### config.mk
export PLATFORM = sky130hd
export DESIGN_NAME = p1tlc_line_proc
export DESIGN_NICKNAME = d
export VERILOG_FILES = /design/src/design/p1tlc_pkg.sv /design/src/design/p1tlc_code_match.sv /design/src/design/p1tlc_line_proc.sv
export SDC_FILE = /design/constraint.sdc
export NUM_CORES = 1
export LEC_CHECK = 0
export BUFFER_PORTS_ARGS = -buffer_cell sky130_fd_sc_hd__buf_4
export CAP_MARGIN = 40
export CORE_ASPECT_RATIO = 1.75
export CORE_UTILIZATION = 55
export DETAILED_ROUTE_END_ITERATION = 8
export PLACE_DENSITY = 0.73
export SYNTH_ARGS = -nofsm -noshare
export SYNTH_HDL_FRONTEND = slang
export SYNTH_HIERARCHICAL = 1
export SYNTH_SLANG_ARGS = --single-unit
### constraint.sdc
create_clock -name clk -period 5.3 [get_ports clk]
set_input_delay 0.53 -clock clk [delete_from_list [all_inputs] [get_ports clk]]
set_output_delay 0.53 -clock clk [all_outputs]
set_load 0.05 [all_outputs]
### src/design/p1tlc_pkg.sv
`timescale 1ns / 1ps
// Shared types and constants for the P1 telegram line checker.
// No dependencies; used by every module of the block.
package p1tlc_pkg;

    localparam int NumCodes  = 19;
    localparam int PatMaxLen = 27;

    localparam logic [4:0] IDX_NONE = 5'd19;

    localparam logic [6:0] CH_SLASH = 7'h2F;
    localparam logic [6:0] CH_BANG  = 7'h21;
    localparam logic [6:0] CH_NL    = 7'h0A;

    localparam logic [7:0] PAT_DIGIT = 8'h23;
    localparam logic [7:0] PAT_ANY   = 8'h40;
    localparam logic [7:0] PAT_NUM   = 8'h24;

    typedef enum logic [2:0] {
        ST_OK       = 3'd0,
        ST_LINE     = 3'd1,
        ST_CRC_ERR  = 3'd2,
        ST_UNKNOWN  = 3'd3,
        ST_OVERFLOW = 3'd4
    } status_t;

    typedef struct packed {
        status_t     status;
        logic [4:0]  code_index;
        logic [15:0] computed_crc;
        logic [15:0] received_crc;
    } result_t;

    // Patterns are right-aligned in the packed word: char p of a pattern of
    // length L sits at bits [(L-1-p)*8 +: 8].
    localparam logic [8*PatMaxLen-1:0] PATTERN [NumCodes] = '{
        "1-0:1.8.1($",  "1-0:1.8.2($",  "1-0:2.8.1($",  "1-0:2.8.2($",
        "1-0:1.7.0($",  "1-0:21.7.0($", "1-0:41.7.0($", "1-0:61.7.0($",
        "1-0:2.7.0($",  "1-0:22.7.0($", "1-0:42.7.0($", "1-0:62.7.0($",
        "1-0:32.7.0($", "1-0:52.7.0($", "1-0:72.7.0($", "1-0:31.7.0($",
        "1-0:51.7.0($", "1-0:71.7.0($",
        "0-1:24.2.1(############@)($"
    };

    localparam logic [4:0] PAT_LEN [NumCodes] = '{
        5'd11, 5'd11, 5'd11, 5'd11, 5'd11, 5'd12, 5'd12, 5'd12, 5'd11, 5'd12,
        5'd12, 5'd12, 5'd12, 5'd12, 5'd12, 5'd12, 5'd12, 5'd12, 5'd27
    };

endpackage

### src/design/p1tlc_code_match.sv
`timescale 1ns / 1ps
// OBIS code matcher: narrows the candidate set by one character and picks
// the lowest candidate whose pattern is complete. Uses p1tlc_pkg.
module p1tlc_code_match #(
    parameter int LEN_W = 9
) (
    input  logic [LEN_W-1:0]                pos,
    input  logic [LEN_W-1:0]                len_new,
    input  logic [6:0]                      c,
    input  logic [p1tlc_pkg::NumCodes-1:0]  cand,
    output logic [p1tlc_pkg::NumCodes-1:0]  cand_new,
    output logic [4:0]                      found
);

    logic [p1tlc_pkg::NumCodes-1:0] keep;
    logic [4:0]                     pos5;
    logic                           pos_in;
    logic                           is_digit;
    logic                           is_num;

    assign pos_in   = pos < LEN_W'(p1tlc_pkg::PatMaxLen);
    assign pos5     = pos[4:0];
    assign is_digit = (c >= 7'h30) && (c <= 7'h39);
    assign is_num   = is_digit || (c == 7'h2B) || (c == 7'h2D) || (c == 7'h2E);

    always_comb
    begin
        logic [7:0] t;
        int         sh;
        keep = '1;
        for (int k = 0; k < p1tlc_pkg::NumCodes; k++)
        begin
            t  = 8'h00;
            sh = 0;
            if (pos_in && (pos5 < p1tlc_pkg::PAT_LEN[k]))
            begin
                sh = (int'(p1tlc_pkg::PAT_LEN[k]) - 1 - int'(pos5)) * 8;
                t  = p1tlc_pkg::PATTERN[k][sh +: 8];
                case (t)
                    p1tlc_pkg::PAT_DIGIT: keep[k] = is_digit;
                    p1tlc_pkg::PAT_ANY:   keep[k] = (c != 7'h00);
                    p1tlc_pkg::PAT_NUM:   keep[k] = is_num;
                    default:              keep[k] = ({1'b0, c} == t);
                endcase
            end
        end
    end

    assign cand_new = cand & keep;

    always_comb
    begin
        found = p1tlc_pkg::IDX_NONE;
        for (int k = p1tlc_pkg::NumCodes - 1; k >= 0; k--)
        begin
            if (cand_new[k] && (len_new >= LEN_W'(p1tlc_pkg::PAT_LEN[k])))
            begin
                found = 5'(k);
            end
        end
    end

endmodule

### src/design/p1tlc_line_proc.sv
`timescale 1ns / 1ps
// Line state, telegram CRC-16 and checksum digit parsing for one byte per
// step. Uses p1tlc_pkg and p1tlc_code_match.
module p1tlc_line_proc #(
    parameter int BUFFER_SIZE = 400,
    parameter int LEN_W       = $clog2(BUFFER_SIZE)
) (
    input  logic                 clk,
    input  logic                 rst_n,
    input  logic                 step,
    input  logic [6:0]           c,
    output logic                 res_valid,
    output p1tlc_pkg::result_t   res
);

    localparam logic [LEN_W-1:0] LenLimit = LEN_W'(BUFFER_SIZE - 1);

    logic [15:0]                    tel_crc_reg,    tel_crc_next;
    logic [15:0]                    line_crc_reg,   line_crc_next;
    logic [LEN_W-1:0]               len_reg,        len_next;
    logic [6:0]                     first_char_reg, first_char_next;
    logic [p1tlc_pkg::NumCodes-1:0] cand_reg,       cand_next;
    logic [15:0]                    hex_value_reg,  hex_value_next;
    logic                           hex_stopped_reg, hex_stopped_next;

    logic [LEN_W-1:0]               len_inc;
    logic [p1tlc_pkg::NumCodes-1:0] cand_new;
    logic [4:0]                     found;
    logic                           first;
    logic [15:0]                    crc_seed;
    logic [15:0]                    crc_upd;
    logic [15:0]                    line_crc_new;
    logic [4:0]                     hex_d;
    logic [15:0]                    hex_new;
    logic                           hex_stop_new;

    function automatic logic [15:0] crc_byte(input logic [15:0] crc_in, input logic [6:0] b);
        logic [15:0] r;
        r = crc_in ^ {9'd0, b};
        for (int i = 0; i < 8; i++)
        begin
            r = r[0] ? ((r >> 1) ^ 16'hA001) : (r >> 1);
        end
        return r;
    endfunction

    // bit 4 set: not a hex digit
    function automatic logic [4:0] hex_digit(input logic [6:0] ch);
        logic [4:0] d;
        if (ch >= 7'h30 && ch <= 7'h39)
            d = 5'(ch - 7'h30);
        else if (ch >= 7'h61 && ch <= 7'h66)
            d = 5'(ch - 7'h57);
        else if (ch >= 7'h41 && ch <= 7'h46)
            d = 5'(ch - 7'h37);
        else
            d = 5'h10;
        return d;
    endfunction

    assign len_inc = len_reg + LEN_W'(1);
    assign first   = (len_reg == '0);

    p1tlc_code_match #(
        .LEN_W    (LEN_W)
    ) u_match (
        .pos      (len_reg),
        .len_new  (len_inc),
        .c        (c),
        .cand     (cand_reg),
        .cand_new (cand_new),
        .found    (found)
    );

    assign crc_seed = first ? ((c == p1tlc_pkg::CH_SLASH) ? 16'h0000 : tel_crc_reg)
                            : line_crc_reg;
    assign crc_upd  = crc_byte(crc_seed, c);
    assign line_crc_new = (first || first_char_reg != p1tlc_pkg::CH_BANG) ? crc_upd
                                                                          : line_crc_reg;
    assign hex_d = hex_digit(c);

    always_comb
    begin
        hex_new      = hex_value_reg;
        hex_stop_new = hex_stopped_reg;
        if (!first && first_char_reg == p1tlc_pkg::CH_BANG
            && len_reg <= LEN_W'(4) && !hex_stopped_reg)
        begin
            if (hex_d[4])
                hex_stop_new = 1'b1;
            else
                hex_new = {hex_value_reg[11:0], hex_d[3:0]};
        end
    end

    always_comb
    begin
        tel_crc_next     = tel_crc_reg;
        line_crc_next    = line_crc_reg;
        len_next         = len_reg;
        first_char_next  = first_char_reg;
        cand_next        = cand_reg;
        hex_value_next   = hex_value_reg;
        hex_stopped_next = hex_stopped_reg;
        res_valid        = 1'b0;
        res.status       = p1tlc_pkg::ST_UNKNOWN;
        res.code_index   = p1tlc_pkg::IDX_NONE;
        res.computed_crc = line_crc_new;
        res.received_crc = 16'h0000;

        if (step)
        begin
            if (len_reg >= LenLimit)
            begin
                res_valid        = 1'b1;
                res.status       = p1tlc_pkg::ST_OVERFLOW;
                res.computed_crc = tel_crc_reg;
                line_crc_next    = 16'h0000;
                len_next         = '0;
                first_char_next  = 7'h00;
                cand_next        = '1;
                hex_value_next   = 16'h0000;
                hex_stopped_next = 1'b0;
            end
            else if (c == p1tlc_pkg::CH_NL && !first)
            begin
                res_valid = 1'b1;
                if (first_char_reg == p1tlc_pkg::CH_SLASH)
                begin
                    res.status   = p1tlc_pkg::ST_LINE;
                    tel_crc_next = line_crc_new;
                end
                else if (first_char_reg == p1tlc_pkg::CH_BANG)
                begin
                    res.status       = (hex_new == line_crc_new) ? p1tlc_pkg::ST_OK
                                                                 : p1tlc_pkg::ST_CRC_ERR;
                    res.received_crc = hex_new;
                    tel_crc_next     = 16'h0000;
                end
                else
                begin
                    res.code_index = found;
                    res.status     = (found == p1tlc_pkg::IDX_NONE) ? p1tlc_pkg::ST_UNKNOWN
                                                                    : p1tlc_pkg::ST_LINE;
                    tel_crc_next   = line_crc_new;
                end
                line_crc_next    = 16'h0000;
                len_next         = '0;
                first_char_next  = 7'h00;
                cand_next        = '1;
                hex_value_next   = 16'h0000;
                hex_stopped_next = 1'b0;
            end
            else
            begin
                line_crc_next    = line_crc_new;
                len_next         = len_inc;
                first_char_next  = first ? c : first_char_reg;
                cand_next        = cand_new;
                hex_value_next   = hex_new;
                hex_stopped_next = hex_stop_new;
            end
        end
    end

    always_ff @(posedge clk or negedge rst_n)
    begin
        if (!rst_n)
        begin
            tel_crc_reg     <= 16'h0000;
            line_crc_reg    <= 16'h0000;
            len_reg         <= '0;
            first_char_reg  <= 7'h00;
            cand_reg        <= '1;
            hex_value_reg   <= 16'h0000;
            hex_stopped_reg <= 1'b0;
        end
        else
        begin
            tel_crc_reg     <= tel_crc_next;
            line_crc_reg    <= line_crc_next;
            len_reg         <= len_next;
            first_char_reg  <= first_char_next;
            cand_reg        <= cand_next;
            hex_value_reg   <= hex_value_next;
            hex_stopped_reg <= hex_stopped_next;
        end
    end

endmodule

==> flow_summary.json, run 1 <==
{
  "largest_reg_flops": 19,
  "clk_pin_slew_ns": 0.08,
  "r2r_setup_slack_ns": 1.24,
  "synth_edf_count": 0,
  "synth_seq_cells": 84,
  "io_pins": 51,
  "cap_violations": 0,
  "core-area_um2": 15390,
  "cts_tree": "yes",
  "grt_pass1_vias": 8620,
  "portBuffers": 50,
  "nFillCells": 1370,
  "placed_cells": 1267,
  "slew_violations": 0,
  "cts_buffers": 9,
  "rows": 60,
  "cp.required_ns": 4.77,
  "ys.flop_type": "dfrtp_1",
  "finalCritPeriodShare": 0.9734,
  "ys_types": 119,
  "worstSkewPairLatency_ns": 0.36,
  "fp.dieH_um": 168.2,
  "tightest_slew_ns": 0.8998,
  "skew_ns": 0.01325,
  "seq_area_frac_synth": 0.2449,
  "die-area_um2": 16310,
  "finalSetupViolations": 0,
  "path_cells": "buf_12 -> and2b_1 -> nand2_1 -> o31ai_2 -> a21oi_1 -> or3_4 -> a2111oi_4 -> nand3_2 -> a211oi_4 -> a21oi_1 -> and3b_1 -> nor2_1 -> nand4_1 -> a31oi_1 -> o21a_1 -> nor2_1 -> a31oi_2 -> buf_6",
  "grt_max_degree": 58,
  "synthArstFlopShare": 1.000,
  "end_kind": "primary output",
  "grt-ovfl-total": 0,
  "syn_to_final_growth_pct": 12.51,
  "grt_pass1_wl_um": 47290,
  "final_cell_mix": "nand2_1 (101), buf_4 (101), o21ai_0 (76)",
  "vias": 8714,
  "totalWireLength_um": 30610,
  "worst_slew_margin_rel": 0.3985,
  "postSynthAreaPerCell_um2": 8.150,
  "path_max_fanout": 30,
  "clock-sinks": 84,
  "fp.dieW_um": 96.96,
  "wire_per_inst_um": 23.69,
  "ys_warn_count": 6,
  "crit_type": "reg -> out",
  "multi_input_area_um2": 6061,
  "status": "finished clean",
  "cts-htree-levels": 3,
  "syn_area_um2": 8680,
  "register_area_um2": 2132,
  "hpwl_um": 22200,
  "syn_inst": 1065,
  "drive_above_1_share": 0.2197,
  "vias_per_cell": 6.745,
  "hold_path_class": "in -> async",
  "dr.pass1.iters": 5,
  "fin_nets": 1121,
  "cts_buffer_depth": 2,
  "insertedDiodeCount": 0,
  "start_kind": "flip-flop",
  "path_delay_family": "compound AO/OA/AOI/OAI gates",
  "crit_path_max_incr_delay_ns": 0.50,
  "fin_crit_ns": 5.159,
  "ant_nets": 0,
  "instances_no_fill": 1292,
  "antenna_found_initial": 0,
  "fmax_mhz": 193.8,
  "worstPathArrival_ns": 4.63,
  "cts-root-buf": "clkbuf_16",
  "gp_congestion": 1.013,
  "path_buf_inv": 2,
  "synth_fp_nets": 1085,
  "initial_core_util": 0.5640,
  "final-hold-violation-count": 0,
  "drt_iter0_drc": 613,
  "critPathSlowestCell": "dfrtp_2",
  "grt_usage": 0.3739,
  "drc_errors": 0
}
==> Yosys cell counts (all sizes together) (11+ instances only) <==
cell type,count,share of area
xnor2,45,0.052
dfrtp,65,0.19
nand2b,17,0.012
o22a,19,0.019
o211ai,12,0.011
inv,51,0.022
xor2,29,0.033
nor2,69,0.031
o21ai,90,0.052
o31ai,15,0.014
nand4,18,0.013
and3,13,0.0094
mux2i,22,0.025
o22ai,18,0.013
o21a,11,0.0097
and2,12,0.0092
a31oi,12,0.013
nand3,36,0.023
a211oi,14,0.013
nand2,101,0.044
buf,46,0.038
a22o,20,0.020
or3,11,0.0085
a21oi,70,0.042
dfstp,19,0.058
nor3,34,0.022
clkbuf,37,0.016
==> layout make-up <==
cell class                      instances  area share
Clock buffer                            9     0.02306
Clock inverter                          7    0.007815
Multi-Input combinational cell        847      0.6206
Tap cell                              186     0.02383
Timing Repair Buffer                  107     0.08635
Sequential cell                        84      0.2183
Inverter                               52     0.01999
==> layer usage <==
metal | up-vias | GRT usage | routed length (um)
li1 | 3989 | - | -
met1 | 4198 | 0.3769 | 10520
met2 | 373 | 0.6748 | 15770
met3 | 154 | 0.04981 | 1445
met4 | 0 | 0.3141 | 2870
met5 | - | 0 | 0
==> per-stage QoR <==
stage | setup TNS [ns] | setup slack (ns) | cell area (um^2) | util | hold slack (ns)
4_1_cts | 0 | 0.03433 | 9515 | 0.6183 | 0.1283
6_report | 0 | 0.1412 | 9766 | 0.6346 | 0.1196
2_1_floorplan | 0 | 0.2670 | 8686 | - | 0.2344
3_5_place_dp | 0 | 0.3578 | 9214 | 0.5987 | 0.4796
5_1_grt | -0.06453 | -0.06453 | 9766 | 0.6346 | 0.1561
3_3_place_gp | 0 | 0.3958 | 9206 | 0.5982 | 0.4702
==> kinds of logic after synthesis <==
family                     after synthesis  share of synthesized area
DFF                                     84                     0.2449
adders and majority gates               10                    0.01442
buffers and inverters                  135                    0.07712
xor gates and xnor gates                78                    0.09615
and+or+nand+nor                        373                     0.2345
AOI/OAI and AO/OA                      356                     0.2984
muxes                                   29                    0.03445
==> timing repair <==
action,4_1_cts,5_1_grt
pin swaps,0,9
hold buffers,0,0
gates resized for setup,1,40
gates cloned,0,1
buffers inserted,0,8
endpoints found under the setup margin,1,1
==> final timing paths <==
kind | cells past startpoint | from | to
min in group clk | 2 | first_char_reg[5] | first_char_reg[5]
max | 18 | len_reg[4] | res[38]
min reg2reg | 2 | first_char_reg[5] | first_char_reg[5]
max in group asynchronous | 2 | rst_n | len_reg[4]
max reg2reg | 10 | len_reg[0] | line_crc_reg[15]
min | 1 | rst_n | first_char_reg[6]
Power of run 1 is left out: the tool's default activity adds up to more than one toggle a clock period on the data nets, which glitch-free logic cannot reach.
==> run 2, diff against run 1 <==
--- a/config.mk
+++ b/config.mk
@@ -8,6 +8,7 @@
 export BUFFER_PORTS_ARGS = -buffer_cell sky130_fd_sc_hd__buf_4
 export CAP_MARGIN = 40
 export CORE_ASPECT_RATIO = 1.75
+export CORE_MARGIN = 3
 export CORE_UTILIZATION = 55
 export DETAILED_ROUTE_END_ITERATION = 8
 export PLACE_DENSITY = 0.73
==> flow_summary.json, run 2 (synthesized netlist as in run 1, its figures left out) <==
{
  "status": "finished clean",
  "grt_pass1_vias": 8485,
  "syn_to_final_growth_pct": 14.11,
  "skew_ns": 0.009089,
  "critPathSlowestCell": "nor4_1",
  "crit_type": "reg -> out",
  "start_kind": "flip-flop",
  "crit_path_max_incr_delay_ns": 0.53,
  "fin_crit_ns": 5.129,
  "worst_slew_margin_rel": 0.4445,
  "p_sw_frac": 0.5449,
  "r2r-start": "len_reg[0]",
  "largest_reg_flops": 19,
  "postCtsHoldBufs": 0,
  "ant_nets": 0,
  "clock-sinks": 84,
  "grt_usage": 0.3497,
  "p_leak_nw": 4.084,
  "gp_congestion": 1.051,
  "worstSkewPairLatency_ns": 0.35,
  "cts-root-buf": "clkbuf_16",
  "worstPathArrival_ns": 4.60,
  "io_pins": 51,
  "grt.busiest_layer": "met2",
  "dr.pass1.iters": 6,
  "tightest_slew_ns": 0.8302,
  "drc_errors": 0,
  "r2r_setup_slack_ns": 1.53,
  "total_power_mw": 8.049,
  "finalCritPeriodShare": 0.9678,
  "rows": 60,
  "pwr-share-seq": 0.140,
  "grt_use_met2": 0.6451,
  "insertedDiodeCount": 0,
  "cp_common_cell": "buf_4",
  "irDropWorstVdd_mv": 1.651,
  "final_cell_mix": "buf_4 (107), nand2_1 (100), o21ai_0 (75)",
  "setup_ws_ns": 0.1707,
  "p_int_mw": 3.663,
  "grt_use_met3": 0.04118,
  "fin_nets": 1127,
  "rr_endpoint": "line_crc_reg[0]",
  "wire_per_inst_um": 23.58,
  "drt_iter0_drc": 608,
  "final-hold-violation-count": 0,
  "grt_max_degree": 49,
  "p_sw_mw": 4.386,
  "core-area_um2": 15390,
  "path_delay_family": "simple AND/OR/NAND/NOR gates",
  "initial_core_util": 0.5640,
  "cts_tree": "yes",
  "cap_violations": 0,
  "worst_r2r_path_depth": 12,
  "fmax_mhz": 195.0,
  "path_buf_inv": 4,
  "end_kind": "primary output",
  "slew_violations": 0,
  "cts-htree-levels": 3,
  "vias_per_cell": 6.718,
  "grt-ovfl-total": 0,
  "power.density_nw_per_um2": 812.7,
  "fin_area_um2": 9905,
  "antenna_found_initial": 0,
  "hpwl_um": 22530,
  "grt_pass1_wl_um": 46710,
  "placed_area_um2": 9254,
  "totalWireLength_um": 30610,
  "cts_buffers": 9,
  "cts_buffer_depth": 2,
  "path_cells": "inv_1 -> ha_4 -> nor2b_2 -> o211a_1 -> buf_4 -> nand2_1 -> nor4_1 -> buf_4 -> xnor2_1 -> nand3_2 -> a211oi_4 -> a21oi_1 -> and3b_1 -> nor2_1 -> nand4_1 -> a31oi_1 -> o21a_1 -> nor2_2 -> a31oi_2 -> buf_6",
  "final_common_cell": "buf_4",
  "finalSetupViolations": 0,
  "die-area_um2": 17380,
  "fp.dieH_um": 172.2,
  "cp.required_ns": 4.77,
  "portBuffers": 50,
  "drive_above_1_share": 0.2248,
  "place_ws_ns": 0.1461,
  "hold_path_class": "in -> async",
  "p_comb_frac": 0.773,
  "use_met1": 0.3514,
  "clkPwrFrac": 0.088,
  "fp.dieW_um": 101.0,
  "vias": 8720,
  "clk_pin_slew_ns": 0.07,
  "path_max_fanout": 10
}
run 2: cell types whose count changed in the layout (fill, tap and decap cells not counted), sizes merged:
cell      before  now
bufinv         0    2
clkinv         5    2
inv           54   53
buf          107  113
clkinvlp       0    2
run 2: metal layers:
layer,up-vias,share of wire
met1,4161,0.33
met3,152,0.048
met5,-,0
met2,400,0.53
met4,0,0.090
li1,4007,-
run 2: area by class of cell:
type | count | area (um^2)
Timing Repair Buffer | 113 | 897.1
Clock inverter | 7 | 97.59
Inverter | 52 | 195.2
Fill cell | 1339 | 5485
Multi-Input combinational cell | 847 | 6127
Tap cell | 186 | 232.7
Clock buffer | 9 | 225.2
Sequential cell | 84 | 2130
run 2: worst max-delay path by stage:
stage                from  endpoint  depth (start not counted)
6_report       len_reg[2]   res[38]                         20
5_1_grt        len_reg[2]   res[38]                         20
4_1_cts        len_reg[0]   res[38]                         19
3_5_place_dp   len_reg[1]   res[38]                         19
3_3_place_gp   len_reg[1]   res[38]                         19
2_1_floorplan  len_reg[2]   res[38]                         23
run 2: repair_timing:
action,4_1_cts,5_1_grt
setup buffers,0,7
setup endpoints to repair,1,1
cloned,0,1
resized for setup,3,46
pin swaps,0,17
run 2: power by group through the flow:
stage	Sequential [mW]	Clock, mW	Combinational (mW)
4_1_cts	1.11	0.712	5.87
3_5_place_dp	1.12	0	5.83
2_1_floorplan	1.06	0	4.27
6_report	1.12	0.706	6.22
3_3_place_gp	1.12	0	5.83
5_1_grt	1.15	0.731	6.63
run 2: per-stage QoR:
step	TNS [ns]	std cells	util	hold slack [ns]
floorplan	0	1065	-	0.2344
global placement	0	1273	0.6008	0.4678
detailed placement	0	1274	0.6013	0.4756
CTS	0	1290	0.6230	0.2201
global route	-0.04735	1298	0.6436	0.2431
finish	0	1298	0.6436	0.2202
No activity file was read; power rests on OpenSTA's default activity.
